**config.mk**
```make
export PLATFORM = sky130hd
export DESIGN_NAME = keypad_calculator_precedence_core
export DESIGN_NICKNAME = d
export VERILOG_FILES = /design/src/rtl/core/kcp_pkg.sv /design/src/rtl/core/kcp_divider.sv /design/src/rtl/core/kcp_sequencer.sv /design/src/rtl/core/kcp_datapath.sv /design/src/rtl/core/keypad_calculator_precedence_core.sv
export SDC_FILE = /design/constraint.sdc
export NUM_CORES = 2
export LEC_CHECK = 0
export BUFFER_PORTS_ARGS = -buffer_cell sky130_fd_sc_hd__clkbuf_2
export CELL_PAD_IN_SITES_DETAIL_PLACEMENT = 1
export CELL_PAD_IN_SITES_GLOBAL_PLACEMENT = 1
export CORE_MARGIN = 10
export CORE_UTILIZATION = 50
export DETAILED_ROUTE_END_ITERATION = 8
export GPL_ROUTABILITY_DRIVEN = 0
export PLACE_DENSITY = 0.88
export SYNTH_ARGS = -nofsm -noshare
export SYNTH_HDL_FRONTEND = slang
export SYNTH_HIERARCHICAL = 1
export SYNTH_SLANG_ARGS = --single-unit
```
**constraint.sdc**
```tcl
create_clock -name clock -period 13.44 [get_ports clock]
set_input_delay 2.688 -clock clock [delete_from_list [all_inputs] [get_ports clock]]
set_output_delay 2.688 -clock clock [all_outputs]
set_load 0.005 [all_outputs]
```
**src/rtl/core/kcp_pkg.sv**
```systemverilog
// Shared types, constants and microcode for the keypad calculator core.
// Used by every module under rtl/core; depends on nothing.
package kcp_pkg;

   localparam int VALUE_WIDTH = 32;
   localparam int COUNT_W = $clog2(VALUE_WIDTH + 1);
   localparam int PC_W = 4;

   typedef logic [VALUE_WIDTH-1:0] value_type;
   typedef logic [PC_W-1:0] pc_type;

   typedef enum logic [1:0] {
      KEY_DIGIT    = 2'd0,
      KEY_OPERATOR = 2'd1,
      KEY_EQUALS   = 2'd2,
      KEY_CLEAR    = 2'd3
   } key_type;

   typedef enum logic [1:0] {
      OPC_PLUS  = 2'd0,
      OPC_MINUS = 2'd1,
      OPC_MUL   = 2'd2,
      OPC_DIV   = 2'd3
   } opc_type;

   typedef enum logic [1:0] {
      MUL_NONE   = 2'd0,
      MUL_TIMES  = 2'd1,
      MUL_DIVIDE = 2'd2
   } mulop_type;

   typedef enum logic [3:0] {
      UOP_NOP,
      UOP_DIGIT,
      UOP_TERM_ENTRY,
      UOP_TERM_MUL,
      UOP_DIV_START,
      UOP_TERM_QUOT,
      UOP_SET_PROD,
      UOP_ADD_TERM,
      UOP_EQUALS,
      UOP_CLEAR
   } uop_type;

   typedef enum logic [2:0] {
      COND_NEVER,
      COND_MUL_NONE,
      COND_MUL_TIMES,
      COND_DIV_BUSY,
      COND_KEY_EQUALS,
      COND_OPC_ADDSUB
   } cond_type;

   typedef struct packed {
      uop_type  uop;
      cond_type cond;
      pc_type   target;
      logic     last;
   } ucode_type;

   typedef struct packed {
      logic    exec;
      logic    last;
      uop_type uop;
   } ctl_type;

   typedef struct packed {
      logic mul_none;
      logic mul_times;
      logic div_busy;
      logic key_equals;
      logic opc_addsub;
   } stat_type;

   typedef struct packed {
      value_type shown;
      logic      ready;
      logic      error;
   } res_type;

   localparam pc_type PC_DIGIT    = pc_type'(0);
   localparam pc_type PC_CLOSE    = pc_type'(1);
   localparam pc_type PC_DIV_WAIT = pc_type'(4);
   localparam pc_type PC_SORT     = pc_type'(6);
   localparam pc_type PC_ADDSUB   = pc_type'(9);
   localparam pc_type PC_EQUALS   = pc_type'(10);
   localparam pc_type PC_CLEAR    = pc_type'(11);

   function automatic ucode_type ucode_rom(input pc_type pc);
      ucode_type w;
      w = '{uop: UOP_NOP, cond: COND_NEVER, target: PC_DIGIT, last: 1'b1};
      unique case (pc)
         pc_type'(0):  w = '{UOP_DIGIT,      COND_NEVER,      PC_DIGIT,    1'b1};
         pc_type'(1):  w = '{UOP_TERM_ENTRY, COND_MUL_NONE,   PC_SORT,     1'b0};
         pc_type'(2):  w = '{UOP_TERM_MUL,   COND_MUL_TIMES,  PC_SORT,     1'b0};
         pc_type'(3):  w = '{UOP_DIV_START,  COND_NEVER,      PC_DIGIT,    1'b0};
         pc_type'(4):  w = '{UOP_NOP,        COND_DIV_BUSY,   PC_DIV_WAIT, 1'b0};
         pc_type'(5):  w = '{UOP_TERM_QUOT,  COND_NEVER,      PC_DIGIT,    1'b0};
         pc_type'(6):  w = '{UOP_NOP,        COND_KEY_EQUALS, PC_EQUALS,   1'b0};
         pc_type'(7):  w = '{UOP_NOP,        COND_OPC_ADDSUB, PC_ADDSUB,   1'b0};
         pc_type'(8):  w = '{UOP_SET_PROD,   COND_NEVER,      PC_DIGIT,    1'b1};
         pc_type'(9):  w = '{UOP_ADD_TERM,   COND_NEVER,      PC_DIGIT,    1'b1};
         pc_type'(10): w = '{UOP_EQUALS,     COND_NEVER,      PC_DIGIT,    1'b1};
         pc_type'(11): w = '{UOP_CLEAR,      COND_NEVER,      PC_DIGIT,    1'b1};
         default:      w = '{UOP_NOP,        COND_NEVER,      PC_DIGIT,    1'b1};
      endcase
      return w;
   endfunction

   function automatic pc_type entry_point(input key_type key);
      pc_type pc;
      pc = PC_DIGIT;
      unique case (key)
         KEY_DIGIT:    pc = PC_DIGIT;
         KEY_OPERATOR: pc = PC_CLOSE;
         KEY_EQUALS:   pc = PC_CLOSE;
         KEY_CLEAR:    pc = PC_CLEAR;
         default:      pc = PC_CLEAR;
      endcase
      return pc;
   endfunction

endpackage

```
**src/rtl/core/kcp_divider.sv**
```systemverilog
// Iterative signed divider, one quotient bit per cycle, truncating toward zero.
// Depends on kcp_pkg for the value width.
module kcp_divider (
   input  logic              clock,
   input  logic              reset,
   input  logic              start,
   input  kcp_pkg::value_type dividend,
   input  kcp_pkg::value_type divisor,
   output logic              busy,
   output kcp_pkg::value_type quotient,
   output logic              divide_by_zero
);
   import kcp_pkg::*;

   logic [COUNT_W-1:0]   count_ff, count_in;
   value_type            quo_ff, quo_in;
   value_type            rem_ff, rem_in;
   value_type            dvs_ff, dvs_in;
   logic                 neg_ff, neg_in;
   logic                 zero_ff, zero_in;
   logic [VALUE_WIDTH:0] rem_shift;
   logic [VALUE_WIDTH:0] diff;

   assign busy           = (count_ff != '0);
   assign divide_by_zero = zero_ff;
   assign quotient       = zero_ff ? '0 : (neg_ff ? (~quo_ff + 1'b1) : quo_ff);

   always_comb begin
      rem_shift = {rem_ff, quo_ff[VALUE_WIDTH-1]};
      diff      = rem_shift - {1'b0, dvs_ff};
      count_in  = count_ff;
      quo_in    = quo_ff;
      rem_in    = rem_ff;
      dvs_in    = dvs_ff;
      neg_in    = neg_ff;
      zero_in   = zero_ff;
      if (start) begin
         count_in = COUNT_W'(VALUE_WIDTH);
         quo_in   = dividend[VALUE_WIDTH-1] ? (~dividend + 1'b1) : dividend;
         dvs_in   = divisor[VALUE_WIDTH-1] ? (~divisor + 1'b1) : divisor;
         rem_in   = '0;
         neg_in   = dividend[VALUE_WIDTH-1] ^ divisor[VALUE_WIDTH-1];
         zero_in  = (divisor == '0);
      end else if (busy) begin
         count_in = count_ff - COUNT_W'(1);
         if (diff[VALUE_WIDTH]) begin
            rem_in = rem_shift[VALUE_WIDTH-1:0];
            quo_in = {quo_ff[VALUE_WIDTH-2:0], 1'b0};
         end else begin
            rem_in = diff[VALUE_WIDTH-1:0];
            quo_in = {quo_ff[VALUE_WIDTH-2:0], 1'b1};
         end
      end
   end

   always_ff @(posedge clock) begin
      if (reset) begin
         count_ff <= '0;
      end else begin
         count_ff <= count_in;
      end
   end

   always_ff @(posedge clock) begin
      quo_ff  <= quo_in;
      rem_ff  <= rem_in;
      dvs_ff  <= dvs_in;
      neg_ff  <= neg_in;
      zero_ff <= zero_in;
   end

endmodule

```
**src/rtl/core/kcp_sequencer.sv**
```systemverilog
// Microcode sequencer: step counter, control store lookup and conditional jumps.
// Depends on kcp_pkg for the control store and the control and status structs.
module kcp_sequencer (
   input  logic              clock,
   input  logic              reset,
   input  logic              start,
   input  kcp_pkg::key_type  start_key,
   input  kcp_pkg::stat_type stat,
   input  logic              out_blocked,
   output kcp_pkg::ctl_type  ctl,
   output logic              busy
);
   import kcp_pkg::*;

   pc_type    pc_ff, pc_in;
   logic      busy_ff, busy_in;
   ucode_type word;
   logic      taken;
   logic      exec;

   assign busy = busy_ff;

   always_comb begin
      word = ucode_rom(pc_ff);
      exec = busy_ff && !(word.last && out_blocked);
      unique case (word.cond)
         COND_NEVER:      taken = 1'b0;
         COND_MUL_NONE:   taken = stat.mul_none;
         COND_MUL_TIMES:  taken = stat.mul_times;
         COND_DIV_BUSY:   taken = stat.div_busy;
         COND_KEY_EQUALS: taken = stat.key_equals;
         COND_OPC_ADDSUB: taken = stat.opc_addsub;
         default:         taken = 1'b0;
      endcase
      ctl.exec = exec;
      ctl.last = word.last;
      ctl.uop  = word.uop;
      pc_in    = pc_ff;
      busy_in  = busy_ff;
      if (start) begin
         pc_in   = entry_point(start_key);
         busy_in = 1'b1;
      end else if (exec) begin
         pc_in = taken ? word.target : pc_ff + 1'b1;
         if (word.last) begin
            busy_in = 1'b0;
         end
      end
   end

   always_ff @(posedge clock) begin
      if (reset) begin
         pc_ff   <= PC_DIGIT;
         busy_ff <= 1'b0;
      end else begin
         pc_ff   <= pc_in;
         busy_ff <= busy_in;
      end
   end

endmodule

```
**src/rtl/core/kcp_datapath.sv**
```systemverilog
// Calculator datapath: entry, product term, running sum, pending operators, error flag.
// Depends on kcp_pkg, kcp_divider; kcp_sequencer issues a uop per cycle unless held.
module kcp_datapath (
   input  logic              clock,
   input  logic              reset,
   input  logic              load_key,
   input  kcp_pkg::key_type  key_kind,
   input  logic [3:0]        key_digit,
   input  kcp_pkg::opc_type  key_opc,
   input  kcp_pkg::ctl_type  ctl,
   output kcp_pkg::stat_type stat,
   output kcp_pkg::res_type  res
);
   import kcp_pkg::*;

   value_type   entry_ff, entry_in;
   value_type   prod_ff, prod_in;
   value_type   sum_ff, sum_in;
   value_type   term_ff, term_in;
   mulop_type   mulop_ff, mulop_in;
   logic        sub_ff, sub_in;
   logic        err_ff, err_in;
   key_type     kind_ff;
   logic [3:0]  digit_ff;
   opc_type     opc_ff;
   value_type   mul_low;
   value_type   digit_next;
   value_type   add_sum;
   value_type   quotient;
   logic        div_busy;
   logic        div_zero;
   logic        div_start;

   assign div_start = ctl.exec && (ctl.uop == UOP_DIV_START);

   kcp_divider u_divider (
      .clock          (clock),
      .reset          (reset),
      .start          (div_start),
      .dividend       (prod_ff),
      .divisor        (entry_ff),
      .busy           (div_busy),
      .quotient       (quotient),
      .divide_by_zero (div_zero)
   );

   assign mul_low    = prod_ff * entry_ff;
   assign digit_next = {entry_ff[VALUE_WIDTH-4:0], 3'b000} + {entry_ff[VALUE_WIDTH-2:0], 1'b0}
                       + value_type'(digit_ff);
   assign add_sum    = sub_ff ? (sum_ff - term_ff) : (sum_ff + term_ff);

   always_comb begin
      stat.mul_none   = (mulop_ff == MUL_NONE);
      stat.mul_times  = (mulop_ff == MUL_TIMES);
      stat.div_busy   = div_busy;
      stat.key_equals = (kind_ff == KEY_EQUALS);
      stat.opc_addsub = (opc_ff == OPC_PLUS) || (opc_ff == OPC_MINUS);
   end

   always_comb begin
      entry_in  = entry_ff;
      prod_in   = prod_ff;
      sum_in    = sum_ff;
      term_in   = term_ff;
      mulop_in  = mulop_ff;
      sub_in    = sub_ff;
      err_in    = err_ff;
      res.shown = '0;
      res.ready = 1'b0;
      if (ctl.exec) begin
         unique case (ctl.uop)
            UOP_NOP: begin
            end
            UOP_DIV_START: begin
            end
            UOP_DIGIT: begin
               entry_in  = digit_next;
               res.shown = digit_next;
            end
            UOP_TERM_ENTRY: begin
               term_in = entry_ff;
            end
            UOP_TERM_MUL: begin
               term_in = mul_low;
            end
            UOP_TERM_QUOT: begin
               term_in = quotient;
               err_in  = err_ff | div_zero;
            end
            UOP_SET_PROD: begin
               prod_in   = term_ff;
               mulop_in  = (opc_ff == OPC_MUL) ? MUL_TIMES : MUL_DIVIDE;
               entry_in  = '0;
               res.shown = term_ff;
            end
            UOP_ADD_TERM: begin
               sum_in    = add_sum;
               sub_in    = (opc_ff == OPC_MINUS);
               prod_in   = '0;
               mulop_in  = MUL_NONE;
               entry_in  = '0;
               res.shown = add_sum;
            end
            UOP_EQUALS: begin
               entry_in  = add_sum;
               prod_in   = '0;
               sum_in    = '0;
               mulop_in  = MUL_NONE;
               sub_in    = 1'b0;
               res.shown = add_sum;
               res.ready = 1'b1;
            end
            UOP_CLEAR: begin
               entry_in = '0;
               prod_in  = '0;
               sum_in   = '0;
               mulop_in = MUL_NONE;
               sub_in   = 1'b0;
               err_in   = 1'b0;
            end
            default: begin
            end
         endcase
      end
      res.error = err_in;
   end

   always_ff @(posedge clock) begin
      if (reset) begin
         entry_ff <= '0;
         prod_ff  <= '0;
         sum_ff   <= '0;
         mulop_ff <= MUL_NONE;
         sub_ff   <= 1'b0;
         err_ff   <= 1'b0;
      end else begin
         entry_ff <= entry_in;
         prod_ff  <= prod_in;
         sum_ff   <= sum_in;
         mulop_ff <= mulop_in;
         sub_ff   <= sub_in;
         err_ff   <= err_in;
      end
   end

   always_ff @(posedge clock) begin
      term_ff <= term_in;
      if (load_key) begin
         kind_ff  <= key_kind;
         digit_ff <= key_digit;
         opc_ff   <= key_opc;
      end
   end

endmodule

```
**src/rtl/core/keypad_calculator_precedence_core.sv**
```systemverilog
// Keypad calculator with * and / binding tighter than + and -, 32-bit wrapping.
// Input words carry one key press; every key yields exactly one result word.
// The req channel takes a word whenever the sequencer is idle. tuser holds the
// key kind (digit, operator, equals, clear), tdata the digit and operator code.
// The rsp channel returns the value on show in tdata, and in tuser the flag
// that marks a completed evaluation and the sticky division-by-zero flag.
// An operator or equals closes the pending term, then sets the product, adds
// the term to the sum or finishes the evaluation; a pending division is closed
// through the shift-subtract divider, which yields one quotient bit per cycle.
// A new key is taken in the cycle after the last micro-step of the previous
// one, so no key is taken while the previous one is still being processed.
// The result register frees the sequencer: a word may be accepted while a
// result waits. If the receiver stalls, the final micro-step of the next key
// holds until the waiting result is taken. Reset returns the calculator to
// the cleared state (entry, product, sum and error all zero) and drops tvalid.
// Depends on kcp_pkg, kcp_sequencer, kcp_datapath and kcp_divider.
module keypad_calculator_precedence_core (
   input  logic        clock,
   input  logic        reset,
   input  logic        req_tvalid,
   output logic        req_tready,
   input  logic [7:0]  req_tdata,   // [3:0] digit, [5:4] operator_code, [7:6] zero
   input  logic [1:0]  req_tuser,   // [1:0] operation
   output logic        rsp_tvalid,
   input  logic        rsp_tready,
   output logic [31:0] rsp_tdata,   // [31:0] shown_value
   output logic [1:0]  rsp_tuser    // [0] result_ready, [1] divide_error
);
   import kcp_pkg::*;

   ctl_type   ctl;
   stat_type  stat;
   res_type   res;
   logic      seq_busy;
   logic      req_accept;
   logic      out_blocked;
   logic      rsp_valid_ff, rsp_valid_in;
   value_type rsp_value_ff;
   logic      rsp_ready_ff;
   logic      rsp_error_ff;

   assign req_tready  = !seq_busy;
   assign req_accept  = req_tvalid && req_tready;
   assign out_blocked = rsp_valid_ff && !rsp_tready;

   kcp_sequencer u_sequencer (
      .clock       (clock),
      .reset       (reset),
      .start       (req_accept),
      .start_key   (key_type'(req_tuser)),
      .stat        (stat),
      .out_blocked (out_blocked),
      .ctl         (ctl),
      .busy        (seq_busy)
   );

   kcp_datapath u_datapath (
      .clock     (clock),
      .reset     (reset),
      .load_key  (req_accept),
      .key_kind  (key_type'(req_tuser)),
      .key_digit (req_tdata[3:0]),
      .key_opc   (opc_type'(req_tdata[5:4])),
      .ctl       (ctl),
      .stat      (stat),
      .res       (res)
   );

   always_comb begin
      rsp_valid_in = rsp_valid_ff;
      if (ctl.exec && ctl.last) begin
         rsp_valid_in = 1'b1;
      end else if (rsp_tready) begin
         rsp_valid_in = 1'b0;
      end
   end

   always_ff @(posedge clock) begin
      if (reset) begin
         rsp_valid_ff <= 1'b0;
      end else begin
         rsp_valid_ff <= rsp_valid_in;
      end
   end

   always_ff @(posedge clock) begin
      if (ctl.exec && ctl.last) begin
         rsp_value_ff <= res.shown;
         rsp_ready_ff <= res.ready;
         rsp_error_ff <= res.error;
      end
   end

   assign rsp_tvalid = rsp_valid_ff;
   assign rsp_tdata  = rsp_value_ff;
   assign rsp_tuser  = {rsp_error_ff, rsp_ready_ff};

`ifndef SYNTHESIS
   a_result_from_busy: assert property (@(posedge clock) disable iff (reset)
      $rose(rsp_tvalid) |-> $past(seq_busy))
      else $error("result word raised without an active key");

   a_divider_within_key: assert property (@(posedge clock) disable iff (reset)
      stat.div_busy |-> seq_busy)
      else $error("divider running while sequencer idle");

   a_no_overwrite: assert property (@(posedge clock) disable iff (reset)
      (ctl.exec && ctl.last) |-> !(rsp_tvalid && !rsp_tready))
      else $error("result register overwritten while stalled");
`endif

endmodule
```
; ---- Word level (Yosys, flattened, before mapping)
; Memory sizes are Yosys's and may differ from the RTL's. A register that Yosys moved wholly into a read port is not among the register bits.
; Index checks and enable logic that the tools add are counted.
[word_totals]
rom_bits = 192
ramBits = 0
wordCells = 130
input_bits = 14
output_inout_bits = 36
regBits = 284
mem_count = 1
latch_bits = 0
[op_classes]
n_eq_ne = 21
n_div = 0
n_mul = 1
muxes = 34
magnitude_cmp = 0
n_addsub = 10
reduce_logical = 34
shifts = 0
bitwise = 5
[memory_table]
columns = memory, depth, width, rd, rd_ports_with_merged_regs, write_ports, line
row1 = (no name shown), 16, 12, 1, 1, 0, kcp_pkg.sv:92  ; unique case (pc)
[op_table]
columns = cell, count
row1 = $pmux W32 S3, 3
row2 = $mux W32, 7
row3 = $pmux W32 S2, 2
row4 = $add A32 B1 Y32 const B, 3
row5 = $not A32 Y32, 3
row6 = $add A32 B32 Y32, 2
row7 = $sub A33 B32 Y33, 1
row8 = $add A32 B4 Y32, 1
row9 = $logic_not A32 Y1, 1
row10 = $mul A32 B32 Y32, 1
row11 = $sub A32 B32 Y32, 1
row12 = $mux W31, 1
row13 = $mux W4, 5
row14 = $eq A4 B3 Y1 const B, 4
row15 = $mux W6, 2
row16 = $pmux W4 S3, 1
row17 = $reduce_bool A2 Y1, 6
row18 = $reduce_and A2 Y1, 5
row19 = $eq A2 B2 Y1 const B, 4
row20 = $eq A4 B2 Y1 const B, 2
row21 = $eq A4 B4 Y1 const B, 2
row22 = $mux W1, 8
row23 = $reduce_or A2 Y1, 4
row24 = $eq A2 B1 Y1 const B, 3
row25 = 19 further kinds, 33

; ---- Longest topological paths before layout
[depth]
depth_word = 9
mapped_depth = 29
mapped_depth_nobuf = 27

; ---- By module
; Netlist, hierarchy kept.
[by_module_without_submodules]
columns = module, instances, seq_area_each_um2, cells_each, area_per_inst_um2
row1 = kcp_datapath, 1, 3203.1, 3024, 26176.4
row2 = kcp_divider, 1, 2742.6, 913, 7767.4
row3 = keypad_calculator_precedence_core, 1, 1041.0, 42, 1098.6
row4 = kcp_sequencer, 1, 320.3, 101, 914.6

; ---- Worst setup path after synthesis
; Ideal clock, no wire load.
[synth_path]
path_kind = input to register
start = input rsp_tready
end = register u_datapath.u_divider.quo_ff[0], enable pin
required_ns = 13.049
n_path_buf = 1
setup_slack_ns = 3.443
cell_stages = 8
t_arrival_ns = 9.605
setup_ns = 0.391
path_cell_list = nor2b_4 -> a21bo_2 -> inv_1 -> buf_4 -> clkinv_1 -> nor4b_1 -> clkinv_1 -> nand2_1
[synth_between]
elab_chain_len = 7
[synth_lines]
columns = item, line
row1 = "start, declared", keypad_calculator_precedence_core.sv:25  ; input logic rsp_tready,
row2 = $logic_not A1 Y1, keypad_calculator_precedence_core.sv:44  ; assign out_blocked = rsp_valid_ff && !rsp_tready;
row3 = $logic_and A1 B1 Y1, keypad_calculator_precedence_core.sv:44
row4 = $logic_and A1 B1 Y1, kcp_sequencer.sv:25  ; exec = busy_ff && !(word.last && out_blocked);
row5 = $logic_not A1 Y1, kcp_sequencer.sv:25
row6 = $logic_and A1 B1 Y1, kcp_sequencer.sv:25
row7 = named net u_sequencer.exec, kcp_sequencer.sv:19  ; logic exec;
row8 = $logic_and A1 B1 Y1, kcp_datapath.sv:34  ; assign div_start = ctl.exec && (ctl.uop == UOP_DIV_START);
row9 = named net u_datapath.div_start, kcp_datapath.sv:32  ; logic div_start;
row10 = $reduce_bool A2 Y1 (no line), -
row11 = "end signal, assigned", kcp_divider.sv:65  ; quo_ff <= quo_in;
row12 = "end, declared", kcp_divider.sv:16  ; value_type quo_ff, quo_in;
; The timed path passes the listed nets, and every way through them passes these cells.
; A chain may end at the register's enable or synchronous reset.

; ---- Worst setup path after layout
[layout_path]
start = register u_datapath.prod_ff[2]
end = register u_datapath.term_ff[29] (data pin)
[layout_between]
elab_chain_len = 2
[layout_lines]
columns = item, line
row1 = "start, declared", kcp_datapath.sv:17  ; value_type prod_ff, prod_in;
row2 = "start signal, assigned", kcp_datapath.sv:138  ; prod_ff <= prod_in;
row3 = $mul A32 B32 Y32, kcp_datapath.sv:47  ; assign mul_low = prod_ff * entry_ff;
row4 = $pmux W32 S3, kcp_datapath.sv:71  ; unique case (ctl.uop)
row5 = "end signal, assigned", kcp_datapath.sv:147  ; term_ff <= term_in;
row6 = "end, declared", kcp_datapath.sv:19  ; value_type term_ff, term_in;
; Every way passes these cells.

==> flow_summary_export.csv <==
group,metric,value,unit
power_and_ir_drop,p_seq_share,34.7,%
logic_synthesis,muxShareOfSynthArea,0.404,%
global_route,antenna_found_initial,2,
cts,clock_path_buffers,3,
layout,syn_to_final_growth,6.16,%
setup_path,setup.worst_path.start_class,"flop",
timing,skew,29.4,ps
power_and_ir_drop,swShare,42.0,%
run,timing.max_cap.violations,0,
global_route,grt_pass1_vias,34586,
drt,drc,0,
layout,fin_util,53.5,%
setup_path,critPathMaxStageDelay,790,ps
layout,drive_gt1_share,5.94,%
timing,slew_violations,0,
timing,finalSetupViolations,0,
timing,slew-limit-headroom,16.8,%
global_route,grt_pass1_wl,193,mm
logic_synthesis,yosysUniqueCellTypes,99,
layout,num_antenna_cells,0,
global_route,track_usage,29.5,%
cts,clock-sinks,295,
cts,cts-root-buf,"clkbuf_16",
power_and_ir_drop,leakage,16.9,nW
setup_path,crit_fanout,26,
place,portBuffers,47,
cts,cts_setup_buffers,0,
setup_path,cpMostUsedCell,"fa_1",
drt,ant_nets,0,
logic_synthesis,yosysTopAreaCell,"fa_1",
timing,worst_pin_slew,1250,ps
cts,clkTransAtPathRegs,70,ps
timing,fin_crit_sh,64.3,%
floorplanning,rows,98,
timing,rsz0062_at_grt,"no",
place,hpwl,92.3,mm
setup_path,path_class,"flop to flop",
logic_synthesis,synth_top_area_share,22.9,%
outcome,status,"complete, no violations",
logic_synthesis,ys_seq_area_share,20.3,%
cts,cts_resized,0,
drt,first_pass_iters,6,
setup_path,cp-end-kind,"flop",
floorplanning,io_pins,50,
global_route,gr-total-overflow,0,
floorplanning,start_util,50.4,%
layout,fin_nets,4695,
layout,multi_input_area,0.0258,mm^2
layout,regArea,0.00731,mm^2
logic_synthesis,synth_top_family_by_area,"adder cells",
drt,vias,31337,
setup_path,cp.buffers_inverters,5,
floorplanning,die_area,0.0830,mm^2
setup_path,cp_top_family,"adder cells",
floorplanning,die_w,288,um
timing,tns,0,ps
cts,htree_levels,1,
layout,fillers,8372,
floorplanning,core,0.0714,mm^2
hold_path,hp-class,"flop to flop",
timing,fmax,116,MHz
power_and_ir_drop,ir_drop,351,uV
setup_path,slowest_stage,"dfxtp_1",
layout,mostFrequentLayoutCells,"inv_1, fa_1, nand2_1",
cts,postCtsHoldBufs,0,
logic_synthesis,synthFlopType,"dfxtp_1",
cts,clkLatencyLatePin,620,ps
drt,drtIter0Drc,3068,
power_and_ir_drop,p_clk_share,23.6,%
logic_synthesis,syn_area,0.0360,mm^2
logic_synthesis,synth.net_count,4760,
logic_synthesis,synth-compound-area-share,14.2,%
setup_path,cp_data_arrival_time,8960,ps
power_and_ir_drop,p_per_area,101,mW/mm^2
floorplanning,dieHeight,288,um
drt,wl_per_cell,24.8,um
timing,hold_viol_final,0,
timing,fin_crit,8640,ps
logic_synthesis,yosysWarnings,6,
logic_synthesis,synthTopCellsByArea,"fa_1, edfxtp_1, ha_1",
global_route,grt_max_degree,72,
logic_synthesis,syn_avg_cell_area,8.81,um^2
logic_synthesis,synthXorXnorAreaFrac,6.94,%
setup_path,cp.required,13760,ps
layout,final_common_cell,"inv_1",
logic_synthesis,synthSimpleGateAreaFrac,18.4,%
drt,vias_per_cell,6.28,
power_and_ir_drop,p_comb_share,41.7,%
power_and_ir_drop,switching_power,1.63,mW
logic_synthesis,ys_seq_elements,295,
logic_synthesis,synth_edf_count,140,
logic_synthesis,syn_inst,4080,
drt,drt-total-wl,124,mm
setup_path,worstPathCellList,"buf_4 > and2_1 > fa_1 > fa_1 > fa_1 > inv_1 > fa_1 > inv_1 > fa_1 > ha_1 > fa_1 > inv_1 > fa_1 > inv_1 > ha_1 > a21o_1 > a211oi_1 > o21ai_0 > a21oi_1 > o311a_1 > o21ai_0 > nor2_1 > xor2_1 > o21ai_0",
logic_synthesis,synth_adder_area_share,31.8,%
logic_synthesis,async_flop_share,0,%
cts,cts_tree,"yes",
cts,cts_buffers,31,
power_and_ir_drop,power.internal,2.24,mW
## state kept, by name, indices dropped and copies added, names as in the netlist, 4 cells and up
register                       cells
u_datapath/term_ff                32
u_datapath/u_divider/quo_ff       32
u_datapath/sum_ff                 32
u_datapath/u_divider/count_ff      6
u_datapath/u_divider/dvs_ff       32
u_sequencer/pc_ff                  4
u_datapath/u_divider/rem_ff       32
u_sequencer/word                  11
u_datapath/entry_ff               32
u_datapath/digit_ff                4
u_datapath/prod_ff                32
rsp_tdata                         32
## worst min-delay path, stage by stage, from the launching register on
cell,delay (ps)
dfxtp_1,320
nand2_1,60
a21oi_1,50
## cell families after synthesis
| group | Yosys count |
|---|---|
| xor+xnor | 283 |
| fa+ha+maj | 666 |
| buf+inv | 754 |
| simple gates | 1333 |
| mux | 14 |
| compound gates | 735 |
| flops | 295 |
## layer usage
layer	track usage [%]	part of all wire (%)	vias to the layer above
li1	-	-	13460
met1	34.8	37	15800
met2	50.0	48	1552
met3	5.35	8.2	525
met4	17.5	6.8	0
met5	0	0	-
## stage by stage
stage	setup slack (ps)	area [um^2]	cells	power (mW)	hold slack [ps]
2_1_floorplan	3440	36000	4080	2.44	436
3_3_place_gp	5290	37100	4932	2.82	450
3_5_place_dp	4990	37100	4932	2.93	460
4_1_cts	4990	38200	4990	3.84	470
5_1_grt	4440	38200	4990	4.09	489
6_report	4800	38200	4990	3.87	473
## final timing paths
check | start | endpoint | slack, ps | cells after the start
max | u_datapath/prod_ff[2] | u_datapath/term_ff[29] | 4800 | 24
min | u_datapath/sum_ff[3] | u_datapath/sum_ff[3] | 470 | 2
max reg2reg | u_datapath/prod_ff[2] | u_datapath/term_ff[29] | 4800 | 24
min reg2reg | u_datapath/sum_ff[3] | u_datapath/sum_ff[3] | 470 | 2
## power groups by stage
stage / logic [mW] / clock network [mW] / registers, mW
after floorplan: 1.15 / 0 / 1.29
after global placement: 1.48 / 0 / 1.34
after detailed placement: 1.57 / 0 / 1.35
after CTS: 1.59 / 0.916 / 1.34
after global routing: 1.77 / 0.955 / 1.36
final: 1.61 / 0.912 / 1.35
## layout make-up
| class | count | area share (%) |
|---|---|---|
| Tap cell | 950 | 3.11 |
| Sequential cell | 295 | 19.1 |
| Timing Repair Buffer | 123 | 2.12 |
| Clock buffer | 41 | 2.18 |
| Clock inverter | 17 | 0.515 |
| Inverter | 533 | 5.24 |
| Multi-Input combinational cell | 3031 | 67.7 |
## Yosys cell counts, types with 17 or more instances
cell / count
a311oi_1: 22
a21o_1: 51
clkbuf_1: 206
or3_1: 22
a222oi_1: 21
ha_1: 254
nor2_1: 312
a21oi_1: 179
nand3_1: 48
edfxtp_1: 140
o21ai_0: 122
nand4_1: 18
xnor2_1: 183
and2_1: 316
fa_1: 412
inv_1: 530
xor2_1: 98
a221oi_1: 27
o21a_1: 17
o31ai_1: 31
nand2_1: 389
dfxtp_1: 155
a211oi_1: 21
a31oi_1: 19
nor3_1: 69
a22oi_1: 89
nor2b_1: 24
nor4_1: 31
nand2b_1: 24
Note: power is estimated with default switching activity, not from simulation.
